===== src/sv/tks_pkg.sv =====
`timescale 1ns / 1ps

package tks_pkg;

  // Sizing of the selector.
  localparam int MAX_TOP     = 16;
  localparam int MAX_CLASSES = 1024;

  // Field widths fixed by the interface.
  localparam int ScoreW = 16;
  localparam int IdxW   = 10;
  localparam int RankW  = 4;
  localparam int TopW   = 5;

  // Derived widths.
  localparam int CntW = $clog2(MAX_TOP + 1);
  localparam int PosW = $clog2(MAX_CLASSES + 1);

  // Reset value of the top count register.
  localparam logic [TopW-1:0] TopReset = TopW'(5);

  // One kept entry of the sorted chain.
  typedef struct packed {
    logic [ScoreW-1:0] score;
    logic [IdxW-1:0]   index;
  } entry_t;

  // Per-cycle command broadcast to every cell.
  typedef struct packed {
    logic insert;
    logic shift_up;
  } cell_ctrl_t;

  typedef enum logic {
    ST_COLLECT,
    ST_READOUT
  } state_e;

endpackage


===== src/sv/tks_cell.sv =====
`timescale 1ns / 1ps

module tks_cell import tks_pkg::*; (
  input  logic       clk_i,
  input  cell_ctrl_t ctrl_i,
  input  logic       occupied_i,
  input  entry_t     new_i,
  input  logic       prev_take_i,
  input  entry_t     prev_i,
  input  entry_t     next_i,
  output logic       take_o,
  output entry_t     entry_o
);

  entry_t entry_q, entry_d;

  // An empty cell always yields; a full one yields only to a strictly higher score,
  // so an earlier arrival with an equal score keeps the better rank.
  assign take_o = !occupied_i || (entry_q.score < new_i.score);

  // Insert: take the left neighbor's word if it moves too, else the new word.
  // Readout: the chain moves one place toward the head.
  always_comb begin
    entry_d = entry_q;
    if (ctrl_i.insert && take_o) begin
      entry_d = prev_take_i ? prev_i : new_i;
    end else if (ctrl_i.shift_up) begin
      entry_d = next_i;
    end
  end

  always_ff @(posedge clk_i) begin
    entry_q <= entry_d;
  end

  assign entry_o = entry_q;

endmodule


===== src/sv/top_k_score_selector.sv =====
`timescale 1ns / 1ps

// Streaming top-K selector. A score is taken in every clock cycle with start high and busy
// low; each score goes into a sorted chain of MAX_TOP insertion cells in that same cycle.
// After the score flagged final_score_i, the block raises busy and shows min(K, kept)
// results, one per cycle on consecutive cycles, best first, with result_valid_o high for
// exactly one cycle each, as the cell chain shifts toward its head. The receiver cannot
// stall: every strobed word must be taken. top_count may be written at any time; the
// value in force when the final score is taken decides the number of results. 0 acts as
// 1 and values above MAX_TOP act as MAX_TOP.
module top_k_score_selector import tks_pkg::*; (
  input  logic              clk_i,
  input  logic              rst_ni,
  input  logic              start,
  output logic              busy,
  input  logic [ScoreW-1:0] score_i,
  input  logic              final_score_i,
  input  logic              cfg_valid_i,
  output logic              cfg_ready_o,
  input  logic [TopW-1:0]   cfg_top_count_i,
  output logic              result_valid_o,
  output logic [ScoreW-1:0] best_score_o,
  output logic [IdxW-1:0]   class_index_o,
  output logic [RankW-1:0]  rank_o,
  output logic              last_result_o,
  output logic              count_overflow_o
);

  state_e          state_q, state_d;
  logic [TopW-1:0] top_q;
  logic [CntW-1:0] count_q, count_d;
  logic [PosW-1:0] pos_q, pos_d;
  logic            ovf_q, ovf_d;
  logic            ovf_out_q, ovf_out_d;
  logic [CntW-1:0] n_q, n_d;
  logic [CntW-1:0] rd_q, rd_d;

  logic            accept;
  logic            in_range;
  logic            last_rd;
  logic [CntW-1:0] k_eff;
  logic [CntW-1:0] count_next;
  logic [CntW-1:0] n_next;
  cell_ctrl_t      ctrl;
  entry_t          new_word;

  entry_t          cell_entry [MAX_TOP];
  logic            cell_take  [MAX_TOP];

  assign accept   = start && !busy;
  assign in_range = (pos_q < PosW'(MAX_CLASSES));
  assign last_rd  = (rd_q + CntW'(1) == n_q);

  assign new_word.score = score_i;
  assign new_word.index = pos_q[IdxW-1:0];

  // Configuration register; writes are always taken.
  assign cfg_ready_o = 1'b1;

  always_ff @(posedge clk_i or negedge rst_ni) begin
    if (!rst_ni) begin
      top_q <= TopReset;
    end else if (cfg_valid_i) begin
      top_q <= cfg_top_count_i;
    end
  end

  // Effective K and the number of results for the run that ends now.
  always_comb begin
    if (top_q == '0) begin
      k_eff = CntW'(1);
    end else if (int'(top_q) > MAX_TOP) begin
      k_eff = CntW'(MAX_TOP);
    end else begin
      k_eff = CntW'(top_q);
    end
    count_next = count_q;
    if (in_range && (count_q < CntW'(MAX_TOP))) begin
      count_next = count_q + CntW'(1);
    end
    n_next = (count_next < k_eff) ? count_next : k_eff;
  end

  // Next state.
  always_comb begin
    state_d = state_q;
    case (state_q)
      ST_COLLECT: begin
        if (accept && final_score_i && (n_next != '0)) begin
          state_d = ST_READOUT;
        end
      end
      ST_READOUT: begin
        if (last_rd) begin
          state_d = ST_COLLECT;
        end
      end
      default: state_d = ST_COLLECT;
    endcase
  end

  // State outputs and cell commands.
  always_comb begin
    busy           = 1'b0;
    result_valid_o = 1'b0;
    ctrl.insert    = 1'b0;
    ctrl.shift_up  = 1'b0;
    case (state_q)
      ST_COLLECT: begin
        ctrl.insert = start && in_range;
      end
      ST_READOUT: begin
        busy           = 1'b1;
        result_valid_o = 1'b1;
        ctrl.shift_up  = 1'b1;
      end
      default: begin
        busy = 1'b1;
      end
    endcase
  end

  // Run bookkeeping: the run state clears as the final score is taken in.
  always_comb begin
    count_d   = count_q;
    pos_d     = pos_q;
    ovf_d     = ovf_q;
    ovf_out_d = ovf_out_q;
    n_d       = n_q;
    rd_d      = rd_q;
    if (accept) begin
      if (final_score_i) begin
        count_d   = '0;
        pos_d     = '0;
        ovf_d     = 1'b0;
        ovf_out_d = ovf_q || !in_range;
        n_d       = n_next;
        rd_d      = '0;
      end else begin
        count_d = count_next;
        if (in_range) begin
          pos_d = pos_q + PosW'(1);
        end else begin
          ovf_d = 1'b1;
        end
      end
    end else if (state_q == ST_READOUT) begin
      rd_d = rd_q + CntW'(1);
    end
  end

  always_ff @(posedge clk_i or negedge rst_ni) begin
    if (!rst_ni) begin
      state_q   <= ST_COLLECT;
      count_q   <= '0;
      pos_q     <= '0;
      ovf_q     <= 1'b0;
      ovf_out_q <= 1'b0;
      n_q       <= '0;
      rd_q      <= '0;
    end else begin
      state_q   <= state_d;
      count_q   <= count_d;
      pos_q     <= pos_d;
      ovf_q     <= ovf_d;
      ovf_out_q <= ovf_out_d;
      n_q       <= n_d;
      rd_q      <= rd_d;
    end
  end

  // Sorted chain of insertion cells, head at cell 0.
  for (genvar i = 0; i < MAX_TOP; i++) begin : g_cell
    logic   prev_take;
    entry_t prev_word;
    entry_t next_word;

    if (i == 0) begin : g_head
      assign prev_take = 1'b0;
      assign prev_word = new_word;
    end else begin : g_body
      assign prev_take = cell_take[i-1];
      assign prev_word = cell_entry[i-1];
    end

    if (i == MAX_TOP - 1) begin : g_tail
      assign next_word = cell_entry[i];
    end else begin : g_inner
      assign next_word = cell_entry[i+1];
    end

    tks_cell u_cell (
      .clk_i       (clk_i),
      .ctrl_i      (ctrl),
      .occupied_i  (count_q > CntW'(i)),
      .new_i       (new_word),
      .prev_take_i (prev_take),
      .prev_i      (prev_word),
      .next_i      (next_word),
      .take_o      (cell_take[i]),
      .entry_o     (cell_entry[i])
    );
  end

  // Result word comes from the head of the chain.
  assign best_score_o     = cell_entry[0].score;
  assign class_index_o    = cell_entry[0].index;
  assign rank_o           = rd_q[RankW-1:0];
  assign last_result_o    = last_rd;
  assign count_overflow_o = ovf_out_q;

endmodule

===== config.mk =====
export PLATFORM = sky130hd
export DESIGN_NAME = top_k_score_selector
export DESIGN_NICKNAME = d
export VERILOG_FILES = /design/src/sv/tks_pkg.sv /design/src/sv/tks_cell.sv /design/src/sv/top_k_score_selector.sv
export SDC_FILE = /design/constraint.sdc
export NUM_CORES = 1
export LEC_CHECK = 0
export ABC_CLOCK_PERIOD_IN_PS = 10750
export BUFFER_PORTS_ARGS = -buffer_cell sky130_fd_sc_hd__buf_2
export CORE_ASPECT_RATIO = 0.6
export CORE_MARGIN = 2
export CORE_UTILIZATION = 47
export DETAILED_ROUTE_END_ITERATION = 8
export MAX_ROUTING_LAYER = met4
export PLACE_DENSITY_LB_ADDON = 0.3
export SETUP_SLACK_MARGIN = 0.05
export SYNTH_ARGS = -nofsm -noshare
export SYNTH_HDL_FRONTEND = slang
export SYNTH_HIERARCHICAL = 1
export SYNTH_SLANG_ARGS = --single-unit
export TNS_END_PERCENT = 30

===== constraint.sdc =====
create_clock -name clk_i -period 10.75 [get_ports clk_i]
set_input_delay 0 -clock clk_i [delete_from_list [all_inputs] [get_ports clk_i]]
set_output_delay 0 -clock clk_i [all_outputs]
set_load 0.1 [all_outputs]

==> run metrics, run 1 <==
RePlAce Congestion=0.857; Flop pwr share=34.3%; First DRT Iteration DRCs=1640; crit path max fanout=32; Int Pwr=0.00737 W; worst-margin pin slew=1060 ps; worst-case clock buffer depth=3; total routed wirelength=77900 microns; most numerous cell on the critical path=buf_4; Worst Setup End Kind=register; global-route wire length before repair=123000 microns; final setup vio count=0; Critical Path Max Stage Delay=780 ps; r2r setup slk=6880 ps; worst vdd ir=141 uV; post-route ant nets=0; vias post-DR=22.1k; period utilization=36.0%; FF-to-FF path depth=9; power per cell area=350 nW/um^2; Worst Hold Class=in -> async; Antenna Cells=0; Pre-antenna DRT Iters=5; PortBufs=59; Critical Path, Cell by Cell=inv_2 > nand2_1 > nor2_4 > buf_4 > nor4b_1 > a32oi_2 > buf_4 > nand2b_1 > buf_4; Total GRT Usage=22.7%; crit path DAT=4140 ps; status=completed; worst-skew pair later-pin latency=600 ps; Slew Viols, Final=0; clk sink count=450; setup_tns=0 ps; Critical Path Start=state_q; root buffer cell=clkbuf_16; maxcap violations=0; HPWL Detailed=58700 microns; CP top delay family=buffers and inverters; vias in the first global route=22.3k; CTS tree=built; largest net degree at the start of global routing=42; final core utilization=52.3%; post-route minimum period=3870 ps; part of the power in combinational logic=51.8%; Clk pwr share=13.9%; Pleak=15.7 nW; Starting Density=47.9%; IO Count=61; mean post-synth cell area=11.4 sq um; final hold vios=0; Reg-to-Reg End=g_cell[2].u_cell/entry_o[6]; P&R area growth vs syn=9.36%; final net count=3134; RSZ-0062 raised after global routing=false; Reg clk slew, reported paths=60 ps; Crit Path Class=reg -> reg; Critical R2R Launch=state_q; Rel. slew slack=29.2%; Sw Ratio=39.6%; H-tree depth=2; Synth warnings=6; initial antenna violation count=1; die area=70100 sq um; Max Clk Rate=0.258 GHz; Cells after Synth=2790; total core area=66700 sq um; CTS resizes=0; drt drc=0; DR WL/cell=20.5 microns; Die Height=206 microns; DIE WIDTH=340 microns; Req. time, crit path=11020 ps; Psw=0.00483 W; Buf/Inv on CP=4; CP startpoint kind=register; total grt overflow=0; vias per inst=5.82; area of the mapped netlist=31900 sq um; share of layout cells above drive strength 1=29.3%; row count=73; slowest CP cell=dfrtp_1; Num CTS Buffers=47; final clock skew=15.5 ps
## state kept, by name, summed over array words and instances (netlist names)
signal / count
g_cell.u_cell/entry_o: 416
count_q: 5
state_q: 1
ovf_q: 1
rd_q: 5
top_q: 5
pos_q: 11
n_q: 5
count_overflow_o: 1
## layout make-up
class,count,area [sq um]
Timing Repair Buffer,126,836
Clock buffer,64,1270
Sequential cell,450,13300
Tap cell,900,1130
Multi-Input combinational cell,1971,17100
Fill cell,5715,31800
Clock inverter,22,283
Inverter,262,983
## power by group through the flow
stage / combinational, W / clock, W / sequential (W)
2_1_floorplan: 0.00471 / 0 / 0.00426
3_3_place_gp: 0.00596 / 0 / 0.00418
3_5_place_dp: 0.00622 / 0 / 0.00420
4_1_cts: 0.00627 / 0.00174 / 0.00418
5_1_grt: 0.00687 / 0.00181 / 0.00430
6_report: 0.00632 / 0.00170 / 0.00418
## stage by stage
stage,worst slack [ps],instances,power (W),instance area [sq um],hold slack [ps]
after global placement,6980,3694,0.0101,33200,177
after global routing,6640,3795,0.0130,34900,143
after CTS,6860,3795,0.0122,34900,87.7
final,6880,3795,0.0122,34900,109
after detailed placement,6850,3694,0.0104,33200,190
after floorplan,6250,2794,0.00896,31900,-296
## worst max path at each step
stage                     cells after the start  slack [ps]                           to
after global placement                        9        6980  g_cell[2].u_cell/entry_o[4]
final                                         9        6880  g_cell[2].u_cell/entry_o[6]
after floorplan                               7        6250  g_cell[0].u_cell/entry_o[0]
after global routing                          9        6640  g_cell[2].u_cell/entry_o[7]
after detailed placement                      9        6850  g_cell[2].u_cell/entry_o[7]
after CTS                                     9        6860  g_cell[2].u_cell/entry_o[7]
## placed cells by master, fill, tap and decap left out, types with 23 or more instances in the layout
cell / instances
clkbuf_16: 47
ha_1: 250
o21ai_0: 306
edfxtp_1: 416
nor2_1: 50
inv_1: 260
nand3_1: 57
nand2_1: 376
buf_4: 52
a21oi_1: 76
dfrtp_1: 32
mux2_4: 304
mux2_2: 293
buf_2: 59
nor3_1: 23
## metal layers
layer	track usage, %	wire length, microns	share of wire [%]
met1	33.2	38900	50
met2	32.0	32200	41
met3	4.41	5490	7.0
met4	5.41	1340	1.7
met5	-	0	0
## repair_timing
item,CTS,global route
hold buffers,15,0
buffers inserted,0,0
hold endpoints to repair,46,0
setup endpoints to repair,0,0
Note: power is estimated with default switching activity, not from simulation.
==> inputs of run 2 (changes only) <==
--- a/config.mk
+++ b/config.mk
@@ -5,7 +5,7 @@
 export SDC_FILE = /design/constraint.sdc
 export NUM_CORES = 1
 export LEC_CHECK = 0
-export ABC_CLOCK_PERIOD_IN_PS = 10750
+export ABC_CLOCK_PERIOD_IN_PS = 3400
 export BUFFER_PORTS_ARGS = -buffer_cell sky130_fd_sc_hd__buf_2
 export CORE_ASPECT_RATIO = 0.6
 export CORE_MARGIN = 2
==> constraint.sdc (replaced) <==
create_clock -name clk_i -period 3.4 [get_ports clk_i]
set_input_delay 0 -clock clk_i [delete_from_list [all_inputs] [get_ports clk_i]]
set_output_delay 0 -clock clk_i [all_outputs]
set_load 0.1 [all_outputs]
==> run metrics, run 2 (synthesized netlist as in run 1, its figures left out) <==
status=completed; root buffer cell=clkbuf_16; worst vdd ir=497 uV (+250%); Pre-antenna DRT Iters=5 (unchanged); PortBufs=59 (unchanged); Psw=0.0158 W (+230%); met1 Use GR=36.3% (+3.2 points); crit path DAT=3610 ps (-530 ps); row count=73 (unchanged); First DRT Iteration DRCs=2030 (+24%); grt met2 use=31.3% (-0.70 points); Starting Density=47.9% (unchanged); P&R area growth vs syn=11.7%; vias per inst=5.86 (+0.62%); DR WL/cell=21.0 microns (+2.5%); final clock skew=17.0 ps (+1.51 ps); vias post-DR=22.3k (+1.2%); Sw Ratio=39.6% (-0.047 points); Worst Hold Class=in -> async; global-route wire length before repair=126000 microns (+1.9%); worst slack at placement=116 ps (-6740 ps); IO Count=61 (unchanged); HPWL Detailed=61300 microns (+4.5%); final setup vio count=0 (unchanged); FF-to-FF path depth=9 (unchanged); GRT busiest layer=met1; drt drc=0 (unchanged); vias in the first global route=22.0k (-1.3%); total core area=66700 sq um (unchanged); Rel. slew slack=28.5% (-0.65 points); worst-case clock buffer depth=3 (unchanged); RSZ-0062 raised after global routing=false; Critical Path, Cell by Cell=ha_1 > nor3b_1 > nor2_1 > o311ai_1 > nand2_1 > o41ai_2 > buf_4 > mux2_2 > mux2_4; Placed Cells=3717 (+0.62%); power per cell area=1120 nW/um^2 (+220%); total routed wirelength=80300 microns (+3.1%); Flop pwr share=33.0% (-1.3 points); Clk pwr share=14.3% (+0.4 points); Critical R2R Launch=g_cell[1].u_cell/entry_o[11]; CP startpoint kind=register; met3 usage=4.17% (-0.24 points); total grt overflow=0 (unchanged); CTS tree=built; final core utilization=53.5% (+1.1 points); Reg clk slew, reported paths=70 ps (about the same); final net count=3155 (+0.67%); Pleak=16.0 nW (+1.7%); maxcap violations=0 (unchanged); slowest CP cell=o311ai_1; post-route minimum period=3270 ps (-603 ps); Total GRT Usage=23.2% (+0.59 points); Die Height=206 microns (unchanged); part of the power in combinational logic=52.6% (+0.8 points); crit path max fanout=13 (-59%); max reg flops=416 (unchanged); largest net degree at the start of global routing=42 (unchanged); H-tree depth=2 (unchanged); Num CTS Buffers=45 (-4.3%); DIE WIDTH=340 microns (unchanged); Antenna Cells=0 (unchanged); r2r setup slk=130 ps (-6750 ps); share of layout cells above drive strength 1=31.1% (+1.8 points); worst-skew pair later-pin latency=600 ps (about the same); most frequent cells in the layout=416 x edfxtp_1, 376 x nand2_1, 306 x o21ai_0; final hold vios=0 (unchanged); post-route ant nets=0 (unchanged); initial antenna violation count=1 (unchanged); setup_tns=0 ps (unchanged); Power Total=0.0399 W (+230%); worst-margin pin slew=1070 ps (+9.76 ps); Req. time, crit path=3750 ps (-7270 ps); final worst-path setup slack=133 ps (-6750 ps); Critical Path Max Stage Delay=700 ps (-80 ps); commonest non-fill, non-tap cell in the layout=edfxtp_1; Worst Setup End Kind=register; Int Pwr=0.0241 W (+230%); Max Clk Rate=0.306 GHz (+18%); Crit Path Class=reg -> reg; clk sink count=450 (unchanged); Slew Viols, Final=0 (unchanged); period utilization=96.1% (+60 points); Finished Layout Cells=3816 (+0.55%); RePlAce Congestion=0.887 (+3.5%); Reg-to-Reg End=g_cell[2].u_cell/entry_o[8]; die area=70100 sq um (unchanged)
run 2: power groups by stage:
stage | Clock [W] | Sequential, W | Combinational [W]
5_1_grt | 0.00603 | 0.0136 | 0.0227
6_report | 0.00572 | 0.0132 | 0.0210
2_1_floorplan | 0 | 0.0134 | 0.0149
3_5_place_dp | 0 | 0.0132 | 0.0206
4_1_cts | 0.00583 | 0.0132 | 0.0208
3_3_place_gp | 0 | 0.0132 | 0.0197
run 2: metal layers:
metal,vias up,routed length [microns]
met2,755,31500
met4,0,869
met3,68,6710
met1,11137,41200
met5,-,0
li1,10386,-
run 2: worst max-delay path: cells and delay by family (launching register included):
family / cells / cell delay [ps]
AO/OA/AOI/OAI: 2 / 920
adder cells (fa/ha/maj): 1 / 220
buffers and inverters: 1 / 290
flip-flops: 1 / 430
multiplexers: 2 / 650
AND/OR/NAND/NOR: 3 / 480
run 2: what timing repair did:
action                                 in CTS  in global routing
setup endpoints to repair                   0                148
endpoints found under the hold margin      43                  0
buffers inserted                            0                  0
resized for setup                           0                 12
hold buffers                               15                  0
run 2: worst max path at each step:
stage | start | slack [ps] | end
detailed placement | score_i[1] | 120 | g_cell[3].u_cell/entry_o[0]
finish | g_cell[1].u_cell/entry_o[11] | 130 | g_cell[2].u_cell/entry_o[8]
floorplan | g_cell[0].u_cell/entry_o[11] | 40 | g_cell[1].u_cell/entry_o[25]
global placement | score_i[1] | 170 | g_cell[3].u_cell/entry_o[7]
global route | g_cell[10].u_cell/entry_o[11] | 80 | g_cell[11].u_cell/entry_o[3]
CTS | g_cell[5].u_cell/entry_o[11] | 150 | g_cell[6].u_cell/entry_o[3]
run 2: cell type report:
class                           count  area [sq um]
Tap cell                          900          1130
Clock inverter                     27           394
Sequential cell                   450         13300
Inverter                          262           983
Fill cell                        5583         31000
Clock buffer                       57          1270
Timing Repair Buffer              149          1310
Multi-Input combinational cell   1971         17200
run 2: per-stage QoR:
| step | instance area [sq um] | hold slack, ps |
|---|---|---|
| after CTS | 35600 | 104 |
| after floorplan | 32000 | -296 |
| after detailed placement | 33700 | 187 |
| after global routing | 35600 | 181 |
| final | 35600 | 138 |
| after global placement | 33700 | 160 |
==> inputs of run 3 (changes only) <==
--- a/config.mk
+++ b/config.mk
@@ -6,11 +6,11 @@
 export NUM_CORES = 1
 export LEC_CHECK = 0
 export ABC_CLOCK_PERIOD_IN_PS = 3400
-export BUFFER_PORTS_ARGS = -buffer_cell sky130_fd_sc_hd__buf_2
 export CORE_ASPECT_RATIO = 0.6
 export CORE_MARGIN = 2
 export CORE_UTILIZATION = 47
 export DETAILED_ROUTE_END_ITERATION = 8
+export DONT_BUFFER_PORTS = 1
 export MAX_ROUTING_LAYER = met4
 export PLACE_DENSITY_LB_ADDON = 0.3
 export SETUP_SLACK_MARGIN = 0.05
==> run metrics, run 3 (synthesized netlist as in run 1, its figures left out) <==
Reg clk slew, reported paths=60 ps (about the same); First DRT Iteration DRCs=2164 (+6.6%); H-tree depth=2 (unchanged); share of layout cells above drive strength 1=29.9% (-1.2 points); FF-to-FF path depth=5 (-4); Hold Path Sink=top_q[3]; power per cell area=1120 nW/um^2 (-0.39%); IO Count=61 (unchanged); commonest non-fill, non-tap cell in the layout=edfxtp_1; post-route ant nets=0 (unchanged); worst-case clock buffer depth=3 (unchanged); vias in the first global route=22.0k (-0.40%); P&R area growth vs syn=11.5%; worst-skew pair later-pin latency=600 ps (about the same); post-route minimum period=3360 ps (+94.3 ps); global-route wire length before repair=127000 microns (+1.5%); Worst Hold Class=in -> reg; setup_tns=0 ps (unchanged); Starting Density=47.9% (unchanged); Slew Viols, Final=0 (unchanged); total routed wirelength=82500 microns (+2.7%); largest net degree at the start of global routing=42 (unchanged); period utilization=98.8% (+2.8 points); initial antenna violation count=7 (+6); fill count=5603 (+0.36%); root buffer cell=clkbuf_16; hold_sp=cfg_top_count_i[3]; crit path DAT=3710 ps (+100 ps); Die Height=206 microns (unchanged); most frequent cells in the layout=416 x edfxtp_1, 376 x nand2_1, 306 x o21ai_0; Hold Crit Depth=2; worst-margin pin slew=1040 ps (-31.7 ps); Req. time, crit path=3750 ps (about the same); r2r setup slk=120 ps (about the same); vias post-DR=22.2k (-0.44%); worst vdd ir=460 uV (-7.3%); DIE WIDTH=340 microns (unchanged); PortBufs=0 (-100%); RePlAce Congestion=0.875 (-1.3%); CTS tree=built; vias per inst=5.84 (-0.21%); Rel. slew slack=29.9% (+1.4 points); final net count=3132 (-0.73%); status=completed; Reg-to-Reg End=g_cell[3].u_cell/entry_o[15]; die area=70100 sq um (unchanged); Worst Setup End Kind=register; row count=73 (unchanged); Pleak=15.9 nW (-0.30%); total grt overflow=0 (unchanged); RSZ-0062 raised after global routing=true; total core area=66700 sq um (unchanged); DR WL/cell=21.7 microns (+2.9%); final hold vios=0 (unchanged); drt drc=0 (unchanged); Max Clk Rate=0.298 GHz (-2.8%); Crit Path Class=in -> reg; HPWL Detailed=61200 microns (-0.27%); final clock skew=21.4 ps (+4.42 ps); Power Total=0.0397 W (-0.52%); Critical R2R Launch=count_q[0]; Pre-antenna DRT Iters=6 (+1); CP startpoint kind=input port; final setup vio count=0 (unchanged); maxcap violations=0 (unchanged); Total GRT Usage=23.8% (+0.57 points); crit path max fanout=18 (+5); Num CTS Buffers=46 (+2.2%); max reg flops=416 (unchanged); clk sink count=450 (unchanged)
run 3: repair_timing:
| action | 4_1_cts | 5_1_grt |
|---|---|---|
| endpoints found under the hold margin | 317 | 0 |
| endpoints found under the setup margin | 0 | 348 |
| hold buffers | 29 | 0 |
| buffers inserted | 0 | 0 |
| gates resized for setup | 0 | 10 |
run 3: final cells by class:
type                            instances  area (sq um)  area share, %
Antenna cell                           13          32.5         0.0914
Multi-Input combinational cell       1971         17200           48.2
Timing Repair Buffer                  125          1400           3.94
Inverter                              262           983           2.76
Sequential cell                       450         13300           37.5
Clock inverter                         29           299          0.840
Tap cell                              900          1130           3.16
Clock buffer                           57          1240           3.49
run 3: how the worst max path moves through the flow:
stage | endpoint | from
finish | g_cell[0].u_cell/entry_o[1] | score_i[14]
global route | g_cell[0].u_cell/entry_o[3] | score_i[14]
CTS | g_cell[8].u_cell/entry_o[3] | score_i[14]
detailed placement | g_cell[7].u_cell/entry_o[8] | g_cell[6].u_cell/entry_o[11]
global placement | g_cell[13].u_cell/entry_o[7] | g_cell[12].u_cell/entry_o[11]
floorplan | g_cell[1].u_cell/entry_o[25] | g_cell[0].u_cell/entry_o[11]
run 3: worst max-delay path, cell delays in order:
cell,delay (ps)
dlygate4sd3_1,1110
inv_1,140
ha_1,360
nand4_2,170
nor3_2,390
o311ai_1,310
buf_4,230
a32oi_4,210
buf_4,380
mux2_2,380
run 3: through the flow:
stage	hold slack, ps	instances	instance area [sq um]	utilization, %	worst slack [ps]
after floorplan	-296	2794	32000	-	44.7
after global placement	-294	3679	33600	50.5	289
after detailed placement	-294	3679	33600	50.5	213
after CTS	38.2	3794	35500	53.2	68.5
after global routing	77.1	3806	35600	53.4	14.9
final	90.0	3807	35600	53.4	39.1
run 3: report_power, final:
group	internal, W	switching [W]	total (W)
clock	0.00300	0.00234	0.00534
combinational	0.0101	0.0106	0.0207
sequential	0.0108	0.00288	0.0137
total	0.0239	0.0158	0.0397
run 3: routing by layer:
| metal | track usage [%] | wire [microns] | vias up | part of all wire [%] |
|---|---|---|---|---|
| met1 | 36.6 | 42000 | 11097 | 51 |
| li1 | - | - | 10353 | - |
| met4 | 5.14 | 1440 | 0 | 1.7 |
| met2 | 31.6 | 32400 | 712 | 39 |
| met3 | 4.88 | 6620 | 85 | 8.0 |
| met5 | - | 0 | - | 0 |
